===== src/rtl/wsm_pkg.sv =====
// ----------------------------------------------------------------------------
// wsm_pkg
// Shared widths, register indexes, map modes and reset values for the
// workgroup id swizzle map.
// ----------------------------------------------------------------------------
package wsm_pkg;

    localparam int WID_W   = 20;
    localparam int HEAD_W  = 7;
    localparam int QB_W    = 10;
    localparam int NH_W    = 8;
    localparam int BPH_W   = 11;
    localparam int ND_W    = 5;
    localparam int MODE_W  = 2;
    localparam int PB_W    = 18;
    localparam int CHUNK_W = 15;
    localparam int PROD_W  = ND_W + NH_W;
    localparam int SUM_W   = PROD_W + 1;
    localparam int ADDR_W  = 4;
    localparam int DATA_W  = 32;

    localparam int MAX_HEADS  = 128;
    localparam int MAX_BLOCKS = 1024;
    localparam int MAX_DIES   = 16;

    localparam int RST_NUM_HEADS       = 8;
    localparam int RST_BLOCKS_PER_HEAD = 8;
    localparam int RST_NUM_DIES        = 8;
    localparam int RST_MAP_MODE        = 2;

    localparam int DIV1_STEPS = WID_W;
    localparam int QB_STEPS   = QB_W;
    localparam int HPD_STEPS  = NH_W;

    // input reg, divider load + steps, two short dividers, multiply, output
    localparam int PIPE_DEPTH = 1 + (DIV1_STEPS + 1) + 2 * (QB_STEPS + 1) + 2;

    typedef enum logic [1:0] {
        REG_NUM_HEADS       = 2'd0,
        REG_BLOCKS_PER_HEAD = 2'd1,
        REG_NUM_DIES        = 2'd2,
        REG_MAP_MODE        = 2'd3
    } reg_idx_t;

    typedef enum logic [MODE_W-1:0] {
        MODE_BLOCK_FIRST = 2'd0,
        MODE_HEAD_FIRST  = 2'd1,
        MODE_SWIZZLED    = 2'd2
    } map_mode_t;

endpackage


===== src/rtl/workgroup_id_swizzle_map.sv =====
// ----------------------------------------------------------------------------
// workgroup_id_swizzle_map
// Maps a linear workgroup id to batch, head and query-block indices with
// pipelined restoring dividers, one quotient bit per stage.
// ----------------------------------------------------------------------------
//  channel   signals                                     direction  transfer
//  command   start, busy, workgroup_id                   in         start && !busy
//  result    done, batch_index, head_index, query_block  out        done (one cycle)
//  config    psel, penable, pwrite, paddr, pwdata,       in/out     psel && penable
//            prdata, pready                                         && pwrite
//
//  one id per cycle; busy stays low
//  the bit-per-stage dividers take 20 + 10 + 10 steps
//  derived divisors are registered from the config registers and settle after a register write
//  rst_n clears the valid chain and the registers to their reset values
//  the receiver cannot stall, so results leave on a fixed schedule
// ----------------------------------------------------------------------------
module workgroup_id_swizzle_map (
    input  logic                         clk,
    input  logic                         rst_n,
    input  logic                         start,
    output logic                         busy,
    input  logic [wsm_pkg::WID_W-1:0]    workgroup_id,
    output logic                         done,
    output logic [wsm_pkg::WID_W-1:0]    batch_index,
    output logic [wsm_pkg::HEAD_W-1:0]   head_index,
    output logic [wsm_pkg::QB_W-1:0]     query_block,
    input  logic                         psel,
    input  logic                         penable,
    input  logic                         pwrite,
    input  logic [wsm_pkg::ADDR_W-1:0]   paddr,
    input  logic [wsm_pkg::DATA_W-1:0]   pwdata,
    output logic [wsm_pkg::DATA_W-1:0]   prdata,
    output logic                         pready
);
    import wsm_pkg::*;

    // configuration registers
    logic [NH_W-1:0]    num_heads_reg;
    logic [BPH_W-1:0]   blocks_per_head_reg;
    logic [ND_W-1:0]    num_dies_reg;
    logic [MODE_W-1:0]  map_mode_reg;
    logic               cfg_wr;
    reg_idx_t           cfg_idx;

    // derived divisors
    logic [NH_W-1:0]    hq_next;
    logic [BPH_W-1:0]   bph_next;
    logic [ND_W-1:0]    nd_next;
    logic [NH_W-1:0]    hq_reg;
    logic [BPH_W-1:0]   bph_reg;
    logic [ND_W-1:0]    nd_reg;
    logic [PB_W-1:0]    per_batch_reg;
    logic [CHUNK_W-1:0] chunk_reg;
    logic [CHUNK_W-1:0] d2_next;
    logic [CHUNK_W-1:0] d2_reg;

    // heads per die pipeline
    logic [ND_W-1:0]    hr_reg [0:HPD_STEPS];
    logic [NH_W-1:0]    hn_reg [0:HPD_STEPS];
    logic [ND_W:0]      ht     [0:HPD_STEPS-1];
    logic [ND_W:0]      hs     [0:HPD_STEPS-1];

    // input register
    logic               in_vld_reg;
    logic [WID_W-1:0]   in_wid_reg;

    // id / per_batch
    logic               v1_reg [0:DIV1_STEPS];
    logic [PB_W-1:0]    r1_reg [0:DIV1_STEPS];
    logic [WID_W-1:0]   n1_reg [0:DIV1_STEPS];
    logic [PB_W:0]      t1     [0:DIV1_STEPS-1];
    logic [PB_W:0]      s1     [0:DIV1_STEPS-1];

    // remainder / mode divisor
    logic               v2_reg [0:QB_STEPS];
    logic [CHUNK_W-1:0] r2_reg [0:QB_STEPS];
    logic [QB_W-1:0]    n2_reg [0:QB_STEPS];
    logic [WID_W-1:0]   b2_reg [0:QB_STEPS];
    logic [CHUNK_W:0]   t2     [0:QB_STEPS-1];
    logic [CHUNK_W:0]   s2     [0:QB_STEPS-1];

    // chunk offset / dies
    logic               v3_reg [0:QB_STEPS];
    logic [ND_W-1:0]    r3_reg [0:QB_STEPS];
    logic [QB_W-1:0]    n3_reg [0:QB_STEPS];
    logic [WID_W-1:0]   b3_reg [0:QB_STEPS];
    logic [QB_W-1:0]    q3_reg [0:QB_STEPS];
    logic [QB_W-1:0]    m3_reg [0:QB_STEPS];
    logic [ND_W:0]      t3     [0:QB_STEPS-1];
    logic [ND_W:0]      s3     [0:QB_STEPS-1];

    // multiply stage
    logic               vm_reg;
    logic [WID_W-1:0]   bm_reg;
    logic [QB_W-1:0]    gm_reg;
    logic [QB_W-1:0]    rm_reg;
    logic [QB_W-1:0]    tm_reg;
    logic [PROD_W-1:0]  pm_reg;

    // output stage
    logic [SUM_W-1:0]   sum;
    logic [HEAD_W-1:0]  head_next;
    logic [QB_W-1:0]    tile_next;
    logic               done_reg;
    logic [WID_W-1:0]   batch_index_reg;
    logic [HEAD_W-1:0]  head_index_reg;
    logic [QB_W-1:0]    query_block_reg;

    assign busy    = 1'b0;
    assign pready  = 1'b1;
    assign cfg_wr  = psel & penable & pwrite & pready;
    assign cfg_idx = reg_idx_t'(paddr[ADDR_W-1:2]);

    always_ff @(posedge clk or negedge rst_n)
    begin
        if (!rst_n)
        begin
            num_heads_reg       <= NH_W'(RST_NUM_HEADS);
            blocks_per_head_reg <= BPH_W'(RST_BLOCKS_PER_HEAD);
            num_dies_reg        <= ND_W'(RST_NUM_DIES);
            map_mode_reg        <= MODE_W'(RST_MAP_MODE);
        end
        else if (cfg_wr)
        begin
            unique case (cfg_idx)
                REG_NUM_HEADS:       num_heads_reg       <= pwdata[NH_W-1:0];
                REG_BLOCKS_PER_HEAD: blocks_per_head_reg <= pwdata[BPH_W-1:0];
                REG_NUM_DIES:        num_dies_reg        <= pwdata[ND_W-1:0];
                REG_MAP_MODE:        map_mode_reg        <= pwdata[MODE_W-1:0];
            endcase
        end
    end

    always_comb
    begin
        prdata = '0;
        unique case (cfg_idx)
            REG_NUM_HEADS:       prdata = DATA_W'(num_heads_reg);
            REG_BLOCKS_PER_HEAD: prdata = DATA_W'(blocks_per_head_reg);
            REG_NUM_DIES:        prdata = DATA_W'(num_dies_reg);
            REG_MAP_MODE:        prdata = DATA_W'(map_mode_reg);
        endcase
    end

    // zero is taken as one, large values saturate
    always_comb
    begin
        hq_next = num_heads_reg;
        if (num_heads_reg == '0)
            hq_next = NH_W'(1);
        else if (num_heads_reg > NH_W'(MAX_HEADS))
            hq_next = NH_W'(MAX_HEADS);

        bph_next = blocks_per_head_reg;
        if (blocks_per_head_reg == '0)
            bph_next = BPH_W'(1);
        else if (blocks_per_head_reg > BPH_W'(MAX_BLOCKS))
            bph_next = BPH_W'(MAX_BLOCKS);

        nd_next = num_dies_reg;
        if (num_dies_reg == '0)
            nd_next = ND_W'(1);
        else if (num_dies_reg > ND_W'(MAX_DIES))
            nd_next = ND_W'(MAX_DIES);
    end

    always_comb
    begin
        unique case (map_mode_t'(map_mode_reg))
            MODE_HEAD_FIRST:  d2_next = CHUNK_W'(bph_reg);
            MODE_BLOCK_FIRST: d2_next = CHUNK_W'(hq_reg);
            default:          d2_next = chunk_reg;
        endcase
    end

    always_ff @(posedge clk or negedge rst_n)
    begin
        if (!rst_n)
        begin
            hq_reg        <= NH_W'(RST_NUM_HEADS);
            bph_reg       <= BPH_W'(RST_BLOCKS_PER_HEAD);
            nd_reg        <= ND_W'(RST_NUM_DIES);
            per_batch_reg <= PB_W'(RST_NUM_HEADS * RST_BLOCKS_PER_HEAD);
            chunk_reg     <= CHUNK_W'(RST_NUM_DIES * RST_BLOCKS_PER_HEAD);
            d2_reg        <= CHUNK_W'(RST_NUM_DIES * RST_BLOCKS_PER_HEAD);
        end
        else
        begin
            hq_reg        <= hq_next;
            bph_reg       <= bph_next;
            nd_reg        <= nd_next;
            per_batch_reg <= PB_W'(PB_W'(hq_next) * PB_W'(bph_next));
            chunk_reg     <= CHUNK_W'(CHUNK_W'(nd_next) * CHUNK_W'(bph_next));
            d2_reg        <= d2_next;
        end
    end

    // heads per die, free running on the settled registers
    always_comb
    begin
        for (int j = 0; j < HPD_STEPS; j++)
        begin
            ht[j] = {hr_reg[j], hn_reg[j][NH_W-1]};
            hs[j] = ht[j] - {1'b0, nd_reg};
        end
    end

    always_ff @(posedge clk)
    begin
        hr_reg[0] <= '0;
        hn_reg[0] <= hq_reg;
        for (int j = 0; j < HPD_STEPS; j++)
        begin
            if (!hs[j][ND_W])
            begin
                hr_reg[j+1] <= hs[j][ND_W-1:0];
                hn_reg[j+1] <= {hn_reg[j][NH_W-2:0], 1'b1};
            end
            else
            begin
                hr_reg[j+1] <= ht[j][ND_W-1:0];
                hn_reg[j+1] <= {hn_reg[j][NH_W-2:0], 1'b0};
            end
        end
    end

    // divider trial subtractions
    always_comb
    begin
        for (int j = 0; j < DIV1_STEPS; j++)
        begin
            t1[j] = {r1_reg[j], n1_reg[j][WID_W-1]};
            s1[j] = t1[j] - {1'b0, per_batch_reg};
        end
        for (int j = 0; j < QB_STEPS; j++)
        begin
            t2[j] = {r2_reg[j], n2_reg[j][QB_W-1]};
            s2[j] = t2[j] - {1'b0, d2_reg};
            t3[j] = {r3_reg[j], n3_reg[j][QB_W-1]};
            s3[j] = t3[j] - {1'b0, nd_reg};
        end
    end

    // valid chain
    always_ff @(posedge clk or negedge rst_n)
    begin
        if (!rst_n)
        begin
            in_vld_reg <= 1'b0;
            for (int j = 0; j <= DIV1_STEPS; j++)
                v1_reg[j] <= 1'b0;
            for (int j = 0; j <= QB_STEPS; j++)
            begin
                v2_reg[j] <= 1'b0;
                v3_reg[j] <= 1'b0;
            end
            vm_reg   <= 1'b0;
            done_reg <= 1'b0;
        end
        else
        begin
            in_vld_reg <= start & ~busy;
            v1_reg[0]  <= in_vld_reg;
            for (int j = 0; j < DIV1_STEPS; j++)
                v1_reg[j+1] <= v1_reg[j];
            v2_reg[0] <= v1_reg[DIV1_STEPS];
            v3_reg[0] <= v2_reg[QB_STEPS];
            for (int j = 0; j < QB_STEPS; j++)
            begin
                v2_reg[j+1] <= v2_reg[j];
                v3_reg[j+1] <= v3_reg[j];
            end
            vm_reg   <= v3_reg[QB_STEPS];
            done_reg <= vm_reg;
        end
    end

    // data path
    always_ff @(posedge clk)
    begin
        if (start & ~busy)
            in_wid_reg <= workgroup_id;

        r1_reg[0] <= '0;
        n1_reg[0] <= in_wid_reg;
        for (int j = 0; j < DIV1_STEPS; j++)
        begin
            if (!s1[j][PB_W])
            begin
                r1_reg[j+1] <= s1[j][PB_W-1:0];
                n1_reg[j+1] <= {n1_reg[j][WID_W-2:0], 1'b1};
            end
            else
            begin
                r1_reg[j+1] <= t1[j][PB_W-1:0];
                n1_reg[j+1] <= {n1_reg[j][WID_W-2:0], 1'b0};
            end
        end

        // quotient fits in QB_W bits, so the top remainder bits preload
        r2_reg[0] <= CHUNK_W'(r1_reg[DIV1_STEPS][PB_W-1:QB_W]);
        n2_reg[0] <= r1_reg[DIV1_STEPS][QB_W-1:0];
        b2_reg[0] <= n1_reg[DIV1_STEPS];
        for (int j = 0; j < QB_STEPS; j++)
        begin
            b2_reg[j+1] <= b2_reg[j];
            if (!s2[j][CHUNK_W])
            begin
                r2_reg[j+1] <= s2[j][CHUNK_W-1:0];
                n2_reg[j+1] <= {n2_reg[j][QB_W-2:0], 1'b1};
            end
            else
            begin
                r2_reg[j+1] <= t2[j][CHUNK_W-1:0];
                n2_reg[j+1] <= {n2_reg[j][QB_W-2:0], 1'b0};
            end
        end

        r3_reg[0] <= ND_W'(r2_reg[QB_STEPS][CHUNK_W-1:QB_W]);
        n3_reg[0] <= r2_reg[QB_STEPS][QB_W-1:0];
        b3_reg[0] <= b2_reg[QB_STEPS];
        q3_reg[0] <= n2_reg[QB_STEPS];
        m3_reg[0] <= r2_reg[QB_STEPS][QB_W-1:0];
        for (int j = 0; j < QB_STEPS; j++)
        begin
            b3_reg[j+1] <= b3_reg[j];
            q3_reg[j+1] <= q3_reg[j];
            m3_reg[j+1] <= m3_reg[j];
            if (!s3[j][ND_W])
            begin
                r3_reg[j+1] <= s3[j][ND_W-1:0];
                n3_reg[j+1] <= {n3_reg[j][QB_W-2:0], 1'b1};
            end
            else
            begin
                r3_reg[j+1] <= t3[j][ND_W-1:0];
                n3_reg[j+1] <= {n3_reg[j][QB_W-2:0], 1'b0};
            end
        end

        // lane times heads per die
        bm_reg <= b3_reg[QB_STEPS];
        gm_reg <= q3_reg[QB_STEPS];
        rm_reg <= m3_reg[QB_STEPS];
        tm_reg <= n3_reg[QB_STEPS];
        pm_reg <= PROD_W'(PROD_W'(r3_reg[QB_STEPS]) * PROD_W'(hn_reg[HPD_STEPS]));

        batch_index_reg <= bm_reg;
        head_index_reg  <= head_next;
        query_block_reg <= tile_next;
    end

    always_comb
    begin
        sum = {1'b0, pm_reg} + SUM_W'(gm_reg);
        unique case (map_mode_t'(map_mode_reg))
            MODE_HEAD_FIRST:
            begin
                head_next = gm_reg[HEAD_W-1:0];
                tile_next = rm_reg;
            end
            MODE_BLOCK_FIRST:
            begin
                head_next = rm_reg[HEAD_W-1:0];
                tile_next = gm_reg;
            end
            default:
            begin
                // swizzled, unused code too; clamp to the last head and tile
                if (sum >= SUM_W'(hq_reg))
                    head_next = HEAD_W'(hq_reg - NH_W'(1));
                else
                    head_next = sum[HEAD_W-1:0];
                if (BPH_W'(tm_reg) >= bph_reg)
                    tile_next = QB_W'(bph_reg - BPH_W'(1));
                else
                    tile_next = tm_reg;
            end
        endcase
    end

    assign done        = done_reg;
    assign batch_index = batch_index_reg;
    assign head_index  = head_index_reg;
    assign query_block = query_block_reg;

    a_start_to_done: assert property (@(posedge clk) disable iff (!rst_n)
        (start && !busy) |-> ##PIPE_DEPTH done)
        else $error("accepted id produced no result");

    a_done_from_start: assert property (@(posedge clk) disable iff (!rst_n)
        done |-> $past(start && !busy, PIPE_DEPTH))
        else $error("result without an accepted id");

    a_per_batch: assert property (@(posedge clk) disable iff (!rst_n)
        per_batch_reg == PB_W'(PB_W'(hq_reg) * PB_W'(bph_reg)))
        else $error("per-batch divisor out of step with registers");

    a_chunk: assert property (@(posedge clk) disable iff (!rst_n)
        chunk_reg == CHUNK_W'(CHUNK_W'(nd_reg) * CHUNK_W'(bph_reg)))
        else $error("chunk divisor out of step with registers");

endmodule

===== config.mk =====
export PLATFORM = sky130hd
export DESIGN_NAME = workgroup_id_swizzle_map
export DESIGN_NICKNAME = d
export VERILOG_FILES = /design/src/rtl/wsm_pkg.sv /design/src/rtl/workgroup_id_swizzle_map.sv
export SDC_FILE = /design/constraint.sdc
export NUM_CORES = 2
export LEC_CHECK = 0
export BUFFER_PORTS_ARGS = -buffer_cell sky130_fd_sc_hd__clkbuf_2
export CORE_UTILIZATION = 40
export CTS_CLUSTER_SIZE = 10
export DETAILED_ROUTE_END_ITERATION = 8
export GPL_TIMING_DRIVEN = 0
export SETUP_SLACK_MARGIN = 0.3
export SLEW_MARGIN = 20
export SYNTH_ARGS = -nofsm -noshare
export SYNTH_HDL_FRONTEND = slang
export SYNTH_SLANG_ARGS = --single-unit

===== constraint.sdc =====
create_clock -name clk -period 15.2 [get_ports clk]
set_input_delay 0 -clock clk [delete_from_list [all_inputs] [get_ports clk]]
set_output_delay 0 -clock clk [all_outputs]
set_load 0.05 [all_outputs]

==> impl_metrics.toml <==
[finish]
num-fill-cells = 18540
fin_area_mm2 = 0.09557
nets = 8430
area_growth_pct = 15.47
drive_above_1_share_pct = 13.65
largest_reg_flops = 420

[clocking]
cts_root_buf = "clkbuf_16"
path_clk_slew_ns = 0.05
htreeDepth = 5
clock_latency_ns = 0.92
cts_resized = 0
cts_made_buffers = 279
cts.sinks = 2189
ctsHoldBuffers = 77
cts_buffer_depth = 4
cts_setup_buffers = 0
cts_tree = "done"

[drt]
firstDrtPassIters = 5
ant_nets = 0
dr_total_vias = 50040
drc = 0
drt_iter0_drc = 2248
routed_wl_um = 162600
wl_per_cell_um = 15.74
viasPerCell = 4.843

[sta]
fmax_ghz = 0.1620
final.min_clock_period_ns = 6.172
clock_skew_ns = 0.05245
slew_headroom_pct = 26.37
drv_slew = 0
setup_viol = 0
hold_viol = 0
period_share_pct = 40.61
tightestPinTransition_ns = 1.103
rsz0062_at_grt = "false"
fin_setup_tns_ns = 0

[logic_synthesis]
synth.most_common_cell = "dfxtp_1"
yosys_warnings = 0
synth_area_mm2 = 0.08277
synth_edf_count = 20
synthTopCellsByCount = "2,025 x dfxtp_1, 685 x ha_1, 454 x mux2_2, 445 x nor2_1, 397 x inv_1"
postSynthAreaPerCell_um2 = 11.74
synth-seq-cells = 2189
synth_top_area_share_pct = 48.98
syn_inst = 7051
synth_area_leaders = "dfxtp_1 49%, ha_1 10%, mux2_2 6.2%, dfrtp_1 4.1%, xnor2_1 4.0%"
async_reset_ff_share_pct = 6.578
yosysTopAreaCell = "dfxtp_1"
ys.flop_type = "dfxtp_1"
synth_cell_types = 82
yosysSeqAreaShare_pct = 54.07

[worst_setup_path]
required_ns = 15.96
path_cells = "clkbuf_1 > inv_2 > nand2_1 > clkbuf_1 > nor2_1 > fa_1 > inv_1 > fa_1 > inv_1 > fa_1 > inv_1 > fa_1 > inv_1 > ha_1 > a21boi_0 > o21ai_0 > a211oi_1 > nor3_1 > o41ai_1 > a21oi_1 > xnor2_1"
critPathMaxFanout = 10
setup.worst_path.start = "blocks_per_head_reg[10]"
setup.worst_path.class = "flop to flop"
reg2reg_depth = 21
r2r_start = "blocks_per_head_reg[10]"
setup.worst_path.start_class = "flop"
r2r_setup_slack_ns = 9.03
timing.critical_path.slowest_stage_cell = "fa_1"
cp_num_buf_inv = 7
critPathMaxStageDelay_ns = 0.54
crit_path_end = "per_batch_reg[17]"
worstPathArrival_ns = 6.93
critPathCaptureType = "flop"
path_depth = 21
worst_r2r_endpoint = "per_batch_reg[17]"
cp_top_family = "adder cells"

[global_routing]
grt_pass1_wl_um = 263100
overflow = 0
antenna_found_initial = 7
grt_max_degree = 75
grt_use_total_pct = 15.57
grt_pass1_vias = 51020

[floorplan]
coreArea_mm2 = 0.2052
io_pins = 134
dieArea_mm2 = 0.2087
row_count = 166
die_y_um = 456.9
start_util_pct = 40.34
die-width_um = 456.9

[placed_design]
placed_area_mm2 = 0.08694
gp_congestion = 0.8346
dp_hpwl_um = 113800
port_buffers = 87

[status]
status = "finished, final reports clean"

[hold_path]
worstHoldPathCells = 5
hold_path.class = "input pin to flop"

[run]
maxCapViolCount = 0
## final cells by class
type	instances	area, um^2	share of cell area (%)
tap	2688	3363	3.519
buffer	99	529.3	0.5538
clock inverter	19	182.7	0.1911
antenna	3	7.507	0.007855
timing repair buffer	175	1448	1.515
inverter	400	1501	1.571
sequential	2189	44760	46.84
multi-input combinational	4396	36120	37.80
clock buffer	365	7655	8.010
## layer usage
metal | track usage (%) | vias to the layer above | part of all wire [%] | routed length [um]
met2 | 26.17 | 878 | 47 | 76300
li1 | - | 25080 | - | -
met1 | 19.83 | 23720 | 46 | 74500
met5 | 0 | - | 0 | 0
met4 | 5.884 | 0 | 3.2 | 5168
met3 | 2.763 | 361 | 4.1 | 6668
## metrics by stage
step / util (%) / instances / hold slack (ns) / worst slack (ns)
finish: 46.57 / 10330 / 0.1192 / 9.028
global route: 46.57 / 10330 / 0.1380 / 8.708
CTS: 46.57 / 10330 / 0.03540 / 9.116
detailed placement: 42.37 / 9870 / 0.05511 / 9.168
global placement: 42.25 / 9859 / 0.1782 / 9.111
floorplan: - / 7084 / -0.2956 / 10.16
## how the worst min path moves through the flow
stage                                 from  slack [ns]                     end
final                               pwrite        0.12        num_heads_reg[0]
after global routing              paddr[2]        0.14         map_mode_reg[1]
after global placement    workgroup_id[17]        0.18          in_wid_reg[17]
after detailed placement             rst_n        0.06              v1_reg[19]
after floorplan                      rst_n       -0.30  blocks_per_head_reg[0]
after CTS                           pwrite        0.04        num_heads_reg[0]
## tightest hold or removal path, delay by kind of cell
kind	cells	cell delay, ns
buffers and inverters	2	0.48
muxes	1	0.25
and+or+nand+nor	2	0.24
## cell usage in the layout, fill, tap and decap left out, types with 146 or more instances in the layout
cell type	count
ha_1	685
inv_1	380
clkbuf_16	287
mux2_2	454
a21oi_1	390
nor2_1	445
xnor2_1	381
xor2_1	146
a21o_1	151
nand2_1	279
o21ai_0	185
dfxtp_1	2025
## logic make-up after synthesis
group                      synth area share [%]
AOI/OAI and AO/OA                         8.700
xor gates and xnor gates                  5.744
muxes                                     7.906
DFF                                       54.07
and+or+nand+nor                           7.303
other                                  0.009073
buffers and inverters                     2.453
adders and majority gates                 13.81
Power is left out: the tool's default activity adds up to more than one toggle a clock period on the data nets, which glitch-free logic cannot reach.
